[src/rtl/iss_pkg.sv]
// Package for the indexed sequence store.
// Holds the sizes, command and status codes and the broadcast op struct.
// No dependencies.
package iss_pkg;

    localparam int CAPACITY = 16;
    localparam int CMD_W    = 3;
    localparam int POS_W    = 5;
    localparam int DATA_W   = 32;
    localparam int STAT_W   = 2;
    localparam int LEN_W    = 5;
    localparam int CNT_W    = $clog2(CAPACITY + 1);

    typedef enum logic [CMD_W-1:0] {
        CMD_INS_AT    = 3'd0,
        CMD_INS_FRONT = 3'd1,
        CMD_INS_BACK  = 3'd2,
        CMD_REM_AT    = 3'd3,
        CMD_REM_FRONT = 3'd4,
        CMD_REM_BACK  = 3'd5
    } t_cmd;

    typedef enum logic [STAT_W-1:0] {
        ST_OK    = 2'd0,
        ST_RANGE = 2'd1,
        ST_EMPTY = 2'd2,
        ST_FULL  = 2'd3
    } t_status;

    // Broadcast to every cell in the chain.
    typedef struct packed {
        logic                     ins;
        logic                     rem;
        logic [POS_W-1:0]         pos;
        logic signed [DATA_W-1:0] data;
    } t_op;

endpackage

[src/rtl/iss_req_if.sv]
// Request channel: valid/ready with cmd, position and data_in.
// Depends on iss_pkg.
interface iss_req_if import iss_pkg::*; ();
    logic                     valid;
    logic                     ready;
    logic [CMD_W-1:0]         cmd;
    logic [POS_W-1:0]         position;
    logic signed [DATA_W-1:0] data_in;

    modport source (output valid, cmd, position, data_in, input ready);
    modport sink   (input valid, cmd, position, data_in, output ready);
endinterface

[src/rtl/iss_rsp_if.sv]
// Response channel: valid/ready with data_out, status and length.
// Depends on iss_pkg.
interface iss_rsp_if import iss_pkg::*; ();
    logic                     valid;
    logic                     ready;
    logic signed [DATA_W-1:0] data_out;
    logic [STAT_W-1:0]        status;
    logic [LEN_W-1:0]         length;

    modport source (output valid, data_out, status, length, input ready);
    modport sink   (input valid, data_out, status, length, output ready);
endinterface

[src/rtl/indexed_sequence_store.sv]
// Top level of the indexed sequence store: control plus a chain of cells.
// Depends on iss_pkg, iss_req_if, iss_rsp_if, iss_cell, iss_ctrl.
//
//   channel  dir  payload                      transfer when
//   i_req    in   cmd, position, data_in       valid && ready
//   o_rsp    out  data_out, status, length     valid && ready
//
// On the edge that ends the accept cycle the whole cell chain shifts and
// the response is loaded into the output register. One request per cycle
// while o_rsp is taken.
// Synchronous active-low reset clears the entry count and the output valid.
// i_req.ready drops only while a response is held and o_rsp.ready is low.
module indexed_sequence_store import iss_pkg::*; (
    input  logic      i_clk,
    input  logic      i_rst_n,
    iss_req_if.sink   i_req,
    iss_rsp_if.source o_rsp
);

    t_op                      op;
    logic signed [DATA_W-1:0] vals [CAPACITY];
    logic signed [DATA_W-1:0] hits [CAPACITY];
    logic signed [DATA_W-1:0] rd_data;

    iss_ctrl u_ctrl (
        .i_clk     (i_clk),
        .i_rst_n   (i_rst_n),
        .i_req     (i_req),
        .o_rsp     (o_rsp),
        .i_rd_data (rd_data),
        .o_op      (op)
    );

    for (genvar g = 0; g < CAPACITY; g++) begin : g_cell
        logic signed [DATA_W-1:0] left;
        logic signed [DATA_W-1:0] right;
        if (g == 0) begin : g_first
            assign left = '0;
        end else begin : g_mid
            assign left = vals[g-1];
        end
        if (g == CAPACITY - 1) begin : g_last
            assign right = vals[g];
        end else begin : g_inner
            assign right = vals[g+1];
        end
        iss_cell u_cell (
            .i_clk   (i_clk),
            .i_idx   (POS_W'(g)),
            .i_op    (op),
            .i_left  (left),
            .i_right (right),
            .o_val   (vals[g]),
            .o_hit   (hits[g])
        );
    end

    always_comb begin
        rd_data = '0;
        for (int k = 0; k < CAPACITY; k++) begin
            rd_data = rd_data | hits[k];
        end
    end

    a_err_zero: assert property (@(posedge i_clk) disable iff (!i_rst_n)
        (o_rsp.valid && (o_rsp.status != ST_OK)) |-> (o_rsp.data_out == '0))
        else $error("error response carries nonzero data");

    a_len_bound: assert property (@(posedge i_clk) disable iff (!i_rst_n)
        o_rsp.valid |-> (o_rsp.length <= LEN_W'(CAPACITY)))
        else $error("length above capacity");

    a_empty_len: assert property (@(posedge i_clk) disable iff (!i_rst_n)
        (o_rsp.valid && (o_rsp.status == ST_EMPTY)) |-> (o_rsp.length == '0))
        else $error("empty status with nonzero length");

    a_full_len: assert property (@(posedge i_clk) disable iff (!i_rst_n)
        (o_rsp.valid && (o_rsp.status == ST_FULL))
            |-> (o_rsp.length == LEN_W'(CAPACITY)))
        else $error("full status with length below capacity");

endmodule

[src/rtl/iss_cell.sv]
// One chain cell: holds one entry, takes the left neighbor on an insert
// below it, the op data at it, the right neighbor on a remove at/below it.
// Depends on iss_pkg.
module iss_cell import iss_pkg::*; (
    input  logic                     i_clk,
    input  logic [POS_W-1:0]         i_idx,
    input  t_op                      i_op,
    input  logic signed [DATA_W-1:0] i_left,
    input  logic signed [DATA_W-1:0] i_right,
    output logic signed [DATA_W-1:0] o_val,
    output logic signed [DATA_W-1:0] o_hit
);

    logic signed [DATA_W-1:0] r_val;
    logic signed [DATA_W-1:0] n_val;

    always_comb begin
        n_val = r_val;
        if (i_op.ins) begin
            if (i_idx > i_op.pos) begin
                n_val = i_left;
            end else if (i_idx == i_op.pos) begin
                n_val = i_op.data;
            end
        end
        if (i_op.rem && (i_idx >= i_op.pos)) begin
            n_val = i_right;
        end
    end

    always_ff @(posedge i_clk) begin
        r_val <= n_val;
    end

    assign o_val = r_val;
    assign o_hit = (i_idx == i_op.pos) ? r_val : '0;

endmodule

[src/rtl/iss_ctrl.sv]
// Request decode, length counter, status checks and response register.
// Depends on iss_pkg, iss_req_if, iss_rsp_if.
module iss_ctrl import iss_pkg::*; (
    input  logic                     i_clk,
    input  logic                     i_rst_n,
    iss_req_if.sink                  i_req,
    iss_rsp_if.source                o_rsp,
    input  logic signed [DATA_W-1:0] i_rd_data,
    output t_op                      o_op
);

    logic [CNT_W-1:0]         r_count;
    logic [CNT_W-1:0]         n_count;
    logic                     r_vld;
    logic signed [DATA_W-1:0] r_data;
    t_status                  r_status;
    logic [LEN_W-1:0]         r_len;

    logic                     accept;
    logic                     full;
    logic                     empty;
    logic [POS_W-1:0]         cnt_pos;
    logic                     do_ins;
    logic                     do_rem;
    logic [POS_W-1:0]         sel_pos;
    t_status                  st;

    assign i_req.ready = !r_vld || o_rsp.ready;
    assign accept      = i_req.valid && i_req.ready;
    assign full        = (r_count == CNT_W'(CAPACITY));
    assign empty       = (r_count == '0);
    assign cnt_pos     = POS_W'(r_count);

    always_comb begin
        do_ins  = 1'b0;
        do_rem  = 1'b0;
        sel_pos = '0;
        st      = ST_OK;
        case (t_cmd'(i_req.cmd))
            CMD_INS_AT: begin
                if (full) begin
                    st = ST_FULL;
                end else if (i_req.position > cnt_pos) begin
                    st = ST_RANGE;
                end else begin
                    do_ins  = 1'b1;
                    sel_pos = i_req.position;
                end
            end
            CMD_INS_FRONT: begin
                if (full) begin
                    st = ST_FULL;
                end else begin
                    do_ins = 1'b1;
                end
            end
            CMD_INS_BACK: begin
                if (full) begin
                    st = ST_FULL;
                end else begin
                    do_ins  = 1'b1;
                    sel_pos = cnt_pos;
                end
            end
            CMD_REM_AT: begin
                if (empty) begin
                    st = ST_EMPTY;
                end else if (i_req.position >= cnt_pos) begin
                    st = ST_RANGE;
                end else begin
                    do_rem  = 1'b1;
                    sel_pos = i_req.position;
                end
            end
            CMD_REM_FRONT: begin
                if (empty) begin
                    st = ST_EMPTY;
                end else begin
                    do_rem = 1'b1;
                end
            end
            CMD_REM_BACK: begin
                if (empty) begin
                    st = ST_EMPTY;
                end else begin
                    do_rem  = 1'b1;
                    sel_pos = cnt_pos - POS_W'(1);
                end
            end
            default: begin
                st = ST_OK;
            end
        endcase
    end

    always_comb begin
        o_op.ins  = accept && do_ins;
        o_op.rem  = accept && do_rem;
        o_op.pos  = sel_pos;
        o_op.data = i_req.data_in;
    end

    always_comb begin
        n_count = r_count;
        if (o_op.ins) begin
            n_count = r_count + CNT_W'(1);
        end else if (o_op.rem) begin
            n_count = r_count - CNT_W'(1);
        end
    end

    always_ff @(posedge i_clk) begin
        if (!i_rst_n) begin
            r_count <= '0;
            r_vld   <= 1'b0;
        end else begin
            r_count <= n_count;
            if (accept) begin
                r_vld <= 1'b1;
            end else if (o_rsp.ready) begin
                r_vld <= 1'b0;
            end
        end
    end

    always_ff @(posedge i_clk) begin
        if (accept) begin
            r_data   <= do_rem ? i_rd_data : '0;
            r_status <= st;
            r_len    <= LEN_W'(n_count);
        end
    end

    assign o_rsp.valid    = r_vld;
    assign o_rsp.data_out = r_data;
    assign o_rsp.status   = r_status;
    assign o_rsp.length   = r_len;

endmodule
[src/flat_wrapper.sv]
// flat-port wrapper written by rule: the top's interface ports become plain ports
module indexed_sequence_store_flat import iss_pkg::*;
  (i_clk, i_rst_n, i_req_valid, i_req_cmd, i_req_position, i_req_data_in, i_req_ready, o_rsp_valid, o_rsp_data_out, o_rsp_status, o_rsp_length, o_rsp_ready);
  iss_req_if i_req_i ();
  iss_rsp_if o_rsp_i ();
  input  logic i_clk;
  input  logic i_rst_n;
  input wire logic [$bits(i_req_i.valid)-1:0] i_req_valid;
  input wire logic [$bits(i_req_i.cmd)-1:0] i_req_cmd;
  input wire logic [$bits(i_req_i.position)-1:0] i_req_position;
  input wire logic [$bits(i_req_i.data_in)-1:0] i_req_data_in;
  output wire logic [$bits(i_req_i.ready)-1:0] i_req_ready;
  output wire logic [$bits(o_rsp_i.valid)-1:0] o_rsp_valid;
  output wire logic [$bits(o_rsp_i.data_out)-1:0] o_rsp_data_out;
  output wire logic [$bits(o_rsp_i.status)-1:0] o_rsp_status;
  output wire logic [$bits(o_rsp_i.length)-1:0] o_rsp_length;
  input wire logic [$bits(o_rsp_i.ready)-1:0] o_rsp_ready;
  assign i_req_i.valid = i_req_valid;
  assign i_req_i.cmd = i_req_cmd;
  assign i_req_i.position = i_req_position;
  assign i_req_i.data_in = i_req_data_in;
  assign i_req_ready = i_req_i.ready;
  assign o_rsp_valid = o_rsp_i.valid;
  assign o_rsp_data_out = o_rsp_i.data_out;
  assign o_rsp_status = o_rsp_i.status;
  assign o_rsp_length = o_rsp_i.length;
  assign o_rsp_i.ready = o_rsp_ready;
  indexed_sequence_store u_core (.i_clk(i_clk), .i_rst_n(i_rst_n), .i_req(i_req_i), .o_rsp(o_rsp_i));
endmodule
[config.mk]
export PLATFORM = sky130hd
export DESIGN_NAME = indexed_sequence_store_flat
export DESIGN_NICKNAME = d
export VERILOG_FILES = /design/src/rtl/iss_pkg.sv /design/src/rtl/iss_req_if.sv /design/src/rtl/iss_rsp_if.sv /design/src/rtl/indexed_sequence_store.sv /design/src/rtl/iss_cell.sv /design/src/rtl/iss_ctrl.sv /design/src/flat_wrapper.sv
export SDC_FILE = /design/constraint.sdc
export NUM_CORES = 1
export LEC_CHECK = 0
export BUFFER_PORTS_ARGS = -buffer_cell sky130_fd_sc_hd__buf_2
export CAP_MARGIN = 20
export CORE_AREA = 3 3 285 287
export CTS_BUF_LIST = sky130_fd_sc_hd__clkbuf_4 sky130_fd_sc_hd__clkbuf_8
export CTS_CLUSTER_SIZE = 10
export DETAILED_ROUTE_END_ITERATION = 10
export DIE_AREA = 0 0 288 290
export GPL_TIMING_DRIVEN = 0
export REMOVE_ABC_BUFFERS = 1
export SKIP_CTS_REPAIR_TIMING = 1
export SYNTH_ARGS = -nofsm -noshare
export SYNTH_HDL_FRONTEND = slang
export SYNTH_SLANG_ARGS = --single-unit
[constraint.sdc]
create_clock -name i_clk -period 8.76 [get_ports i_clk]
set_clock_uncertainty 0.15 [all_clocks]
set_input_delay 1.752 -clock i_clk [delete_from_list [all_inputs] [get_ports i_clk]]
set_output_delay 1.752 -clock i_clk [all_outputs]
set_load 0.01 [all_outputs]
==> run metrics <==
status completed; Final Slew Violations 0; minimum clock period 7.15 ns; Placed Instances 3,923; top area cells in the synthesized netlist edfxtp_1, mux2i_1, nand2_1, a21oi_1, o21ai_0; die footprint 83,500 um2; HP Start u_core.u_ctrl.o_rsp.valid; DP Area 34,800 um2; # DRC 0; routed via count 26.9k; initial antenna violation count 8; HP Class register to register; initial DRC count 4,195; Clock Sinks 557; area fraction of the dominant cell type after synthesis between 50% and 60%; fmax about 140 MHz; area grow syn2layout 17.0%; Worst R2R End u_core.g_cell[12].u_cell.o_val[0]; worst-margin pin slew ~1.1 ns; global-route wire length before repair 178,000 um; post-route ant nets 0; max cap viols 0; post-synth cell types 76; Leak Pwr 13.5 nW; cell area after layout 36,800 um2; clock-pin slew of the registers on the worst-case setup and hold paths 0.06 ns; hold_ws 0.396 ns; CP endpoint kind register; CTS Buffer Depth 3; Worst Setup Start Kind primary input; Final period util 81.7%; hold path endpoint u_core.u_ctrl.o_rsp.valid; final setup violation count 0; Worst Setup Slack, final about 1.6 ns; initial core utilization roughly two fifths; H-tree Lvls 3; P per Cell Area slightly below 200 nW/um2; #FFs+latches synth 557; Place WS 1.05 ns; row cnt around 100; Worst VDD drop approximately 0.11 mV; vias per cell 6.56; GRT overflow 0; Slew headroom 23.8%; FF-to-FF Start u_core.u_ctrl.cnt_pos[0]; GP Congestion around 0.87; # IOs 85; Critical Setup Path Class primary input to register; Chip Height 290 um; WHS Path Cells 2; share of layout cells above drive strength 1 15.6%; # port buffers 84; Non-Filler Instances 4,107; Arrival @ worst endpoint 7.40 ns; Cell Area, Synth between 30,000 and 40,000 um2; root buffer cell clkbuf_8; R2R depth 15; number of flops mapped to enable cells by yosys 551; Worst-Skew Late Latency 0.74 ns; GRT Util Overall around 29%; cts bufs inserted 100; TritonRoute pass-1 iters 9; core area 78,900 um2; CTS tree yes; Synth Instances 2,915; Worst Path Required about 9 ns; layout net count 3,028; count of final hold-check violations 0; Seq/Total Area, Yosys 53.0%; Ys Warns 0; vias in the first global route 26.0k; Post-synth top flop edfxtp_1; Avg Inst Size Synth 10.8 um2; Worst R2R Setup Slack 1.97 ns; Async SR Flop Fraction 0%; die width between 200 and 300 um; Synth area leader edfxtp_1; largest net degree at the start of global routing between 60 and 70; WL final 124,000 um; Wirelength per Cell ~30 um; hpwl dp a little over 80,000 um; Filler cells 7,157; unrepaired setup endpoints after global routing no; worst-path fanout max 21
==> area by class of cell <==
cell class / instances / area (um2) / share of cell area (%)
sequential: 557 / 16700 / 45.3
multi-input combinational: 2080 / 14000 / 38.0
timing repair buffer: 219 / 2800 / 7.59
clock buffer: 127 / 1590 / 4.30
tap: 1050 / 1310 / 3.57
clock inverter: 52 / 385 / 1.05
inverter: 19 / 71.3 / 0.194
antenna: 3 / 7.51 / 0.0204
==> state kept, by name (all words and copies together) (netlist names) <==
name                          flops
u_core.g_cell.u_cell.o_val      512
u_core.u_ctrl.o_rsp.data_out     32
u_core.u_ctrl.cnt_pos             5
u_core.u_ctrl.o_rsp.length        5
u_core.u_ctrl.o_rsp.status        2
u_core.u_ctrl.o_rsp.valid         1
==> power by group <==
| group | leakage [nW] | internal [W] | total [W] | switching (W) |
|---|---|---|---|---|
| logic | 7.32 | 0.000511 | 0.00140 | 0.000889 |
| clock network | 1.03 | 0.00134 | 0.00251 | 0.00118 |
| registers | 5.16 | 0.00325 | 0.00339 | 0.000147 |
==> cells in the mapped netlist, types with 27 or more instances <==
cell	count
edfxtp_1	551
a31oi_1	41
nand2_1	417
o2bb2ai_1	37
nor2_1	195
a21oi_1	225
o21ai_1	105
a211oi_1	27
a22o_1	36
clkbuf_1	153
mux2_2	37
nand3_1	42
o21ai_0	192
mux2i_1	462
mux2_1	30
buf_2	80
a221oi_1	32
==> kinds of logic (layout without fill, tap and decap cells) <==
group	Yosys count	after routing	share of synthesized area [%]
AO/OA/AOI/OAI	803	803	15.8
XOR/XNOR	5	5	0.139
adder cells (fa/ha/maj)	7	7	0.278
buffers and inverters	278	417	3.85
flip-flops	557	557	53.0
multiplexers	529	529	17.1
other	0	3	0
AND/OR/NAND/NOR	736	736	9.90
==> layer usage <==
layer  share of wire (%)  track usage (%)  routed length, um  up-vias
li1                    -                -                  -    11137
met1                  39             40.7              49000    13141
met2                  41             40.3              51200     2237
met3                  15             8.89              18000      421
met4                 4.9             13.1               6150        4
met5               0.021                0                 26        -
==> worst max path at each step <==
stage                           start                            endpoint  slack, ns  cells after the start
finish              i_req_position[0]   u_core.g_cell[12].u_cell.o_val[0]       1.61                     16
global route        i_req_position[0]   u_core.g_cell[12].u_cell.o_val[8]       1.45                     15
CTS                 i_req_position[0]   u_core.g_cell[12].u_cell.o_val[8]       1.78                     16
detailed placement  i_req_position[0]  u_core.g_cell[12].u_cell.o_val[28]       1.05                     16
global placement    i_req_position[2]  u_core.g_cell[14].u_cell.o_val[16]     -10.75                     10
floorplan           i_req_position[0]   u_core.g_cell[12].u_cell.o_val[0]      -1.47                      9
==> per-stage QoR <==
stage	utilization, %	setup TNS [ns]	power [W]
2_1_floorplan	-	-97.86	0.00414
3_5_place_dp	44.2	0	0.00479
3_3_place_gp	40.7	-6621.43	0.00468
5_1_grt	46.7	0	0.00752
6_report	46.7	0	0.00731
4_1_cts	46.7	0	0.00728
==> cells in the final DEF, fill, tap and decap left out, types with 7 or more instances in the layout <==
| cell | Yosys | routed |
|---|---|---|
| o21ai_0 | 192 | 191 |
| nand3_1 | 42 | 40 |
| buf_12 | 0 | 29 |
| nand2_1 | 417 | 412 |
| a22o_1 | 36 | 36 |
| clkinv_2 | 0 | 9 |
| nor4_1 | 11 | 10 |
| o2bb2ai_1 | 37 | 37 |
| clkbuf_4 | 0 | 26 |
| o21ai_1 | 105 | 104 |
| mux2i_1 | 462 | 462 |
| o22ai_1 | 11 | 11 |
| buf_4 | 10 | 16 |
| ha_1 | 7 | 7 |
| a31oi_1 | 41 | 39 |
| clkbuf_8 | 0 | 101 |
| nor2_1 | 195 | 185 |
| edfxtp_1 | 551 | 551 |
| mux2_2 | 37 | 37 |
| a21oi_1 | 225 | 224 |
| clkinv_1 | 0 | 31 |
| a221oi_1 | 32 | 32 |
| a222oi_1 | 21 | 21 |
| buf_6 | 4 | 34 |
| buf_2 | 80 | 84 |
| nor2_4 | 0 | 9 |
| buf_16 | 0 | 37 |
| a41oi_1 | 21 | 21 |
| a211oi_1 | 27 | 27 |
| inv_1 | 19 | 17 |
| buf_8 | 0 | 18 |
| a22oi_1 | 12 | 12 |
| mux2_1 | 30 | 30 |
==> worst max-delay path, cell delays in order <==
cell      delay, ns
buf_2          0.15
inv_1          0.09
ha_1           0.28
and4_1         0.24
a211oi_1       0.13
or2_1          0.48
a31oi_4        0.85
buf_12         0.29
nand4_1        0.62
buf_8          0.41
buf_8          0.16
buf_8          0.16
o21ai_4        0.62
buf_16         0.25
nor2b_4        0.56
buf_12         0.30
(Power assumes the default switching activity.)
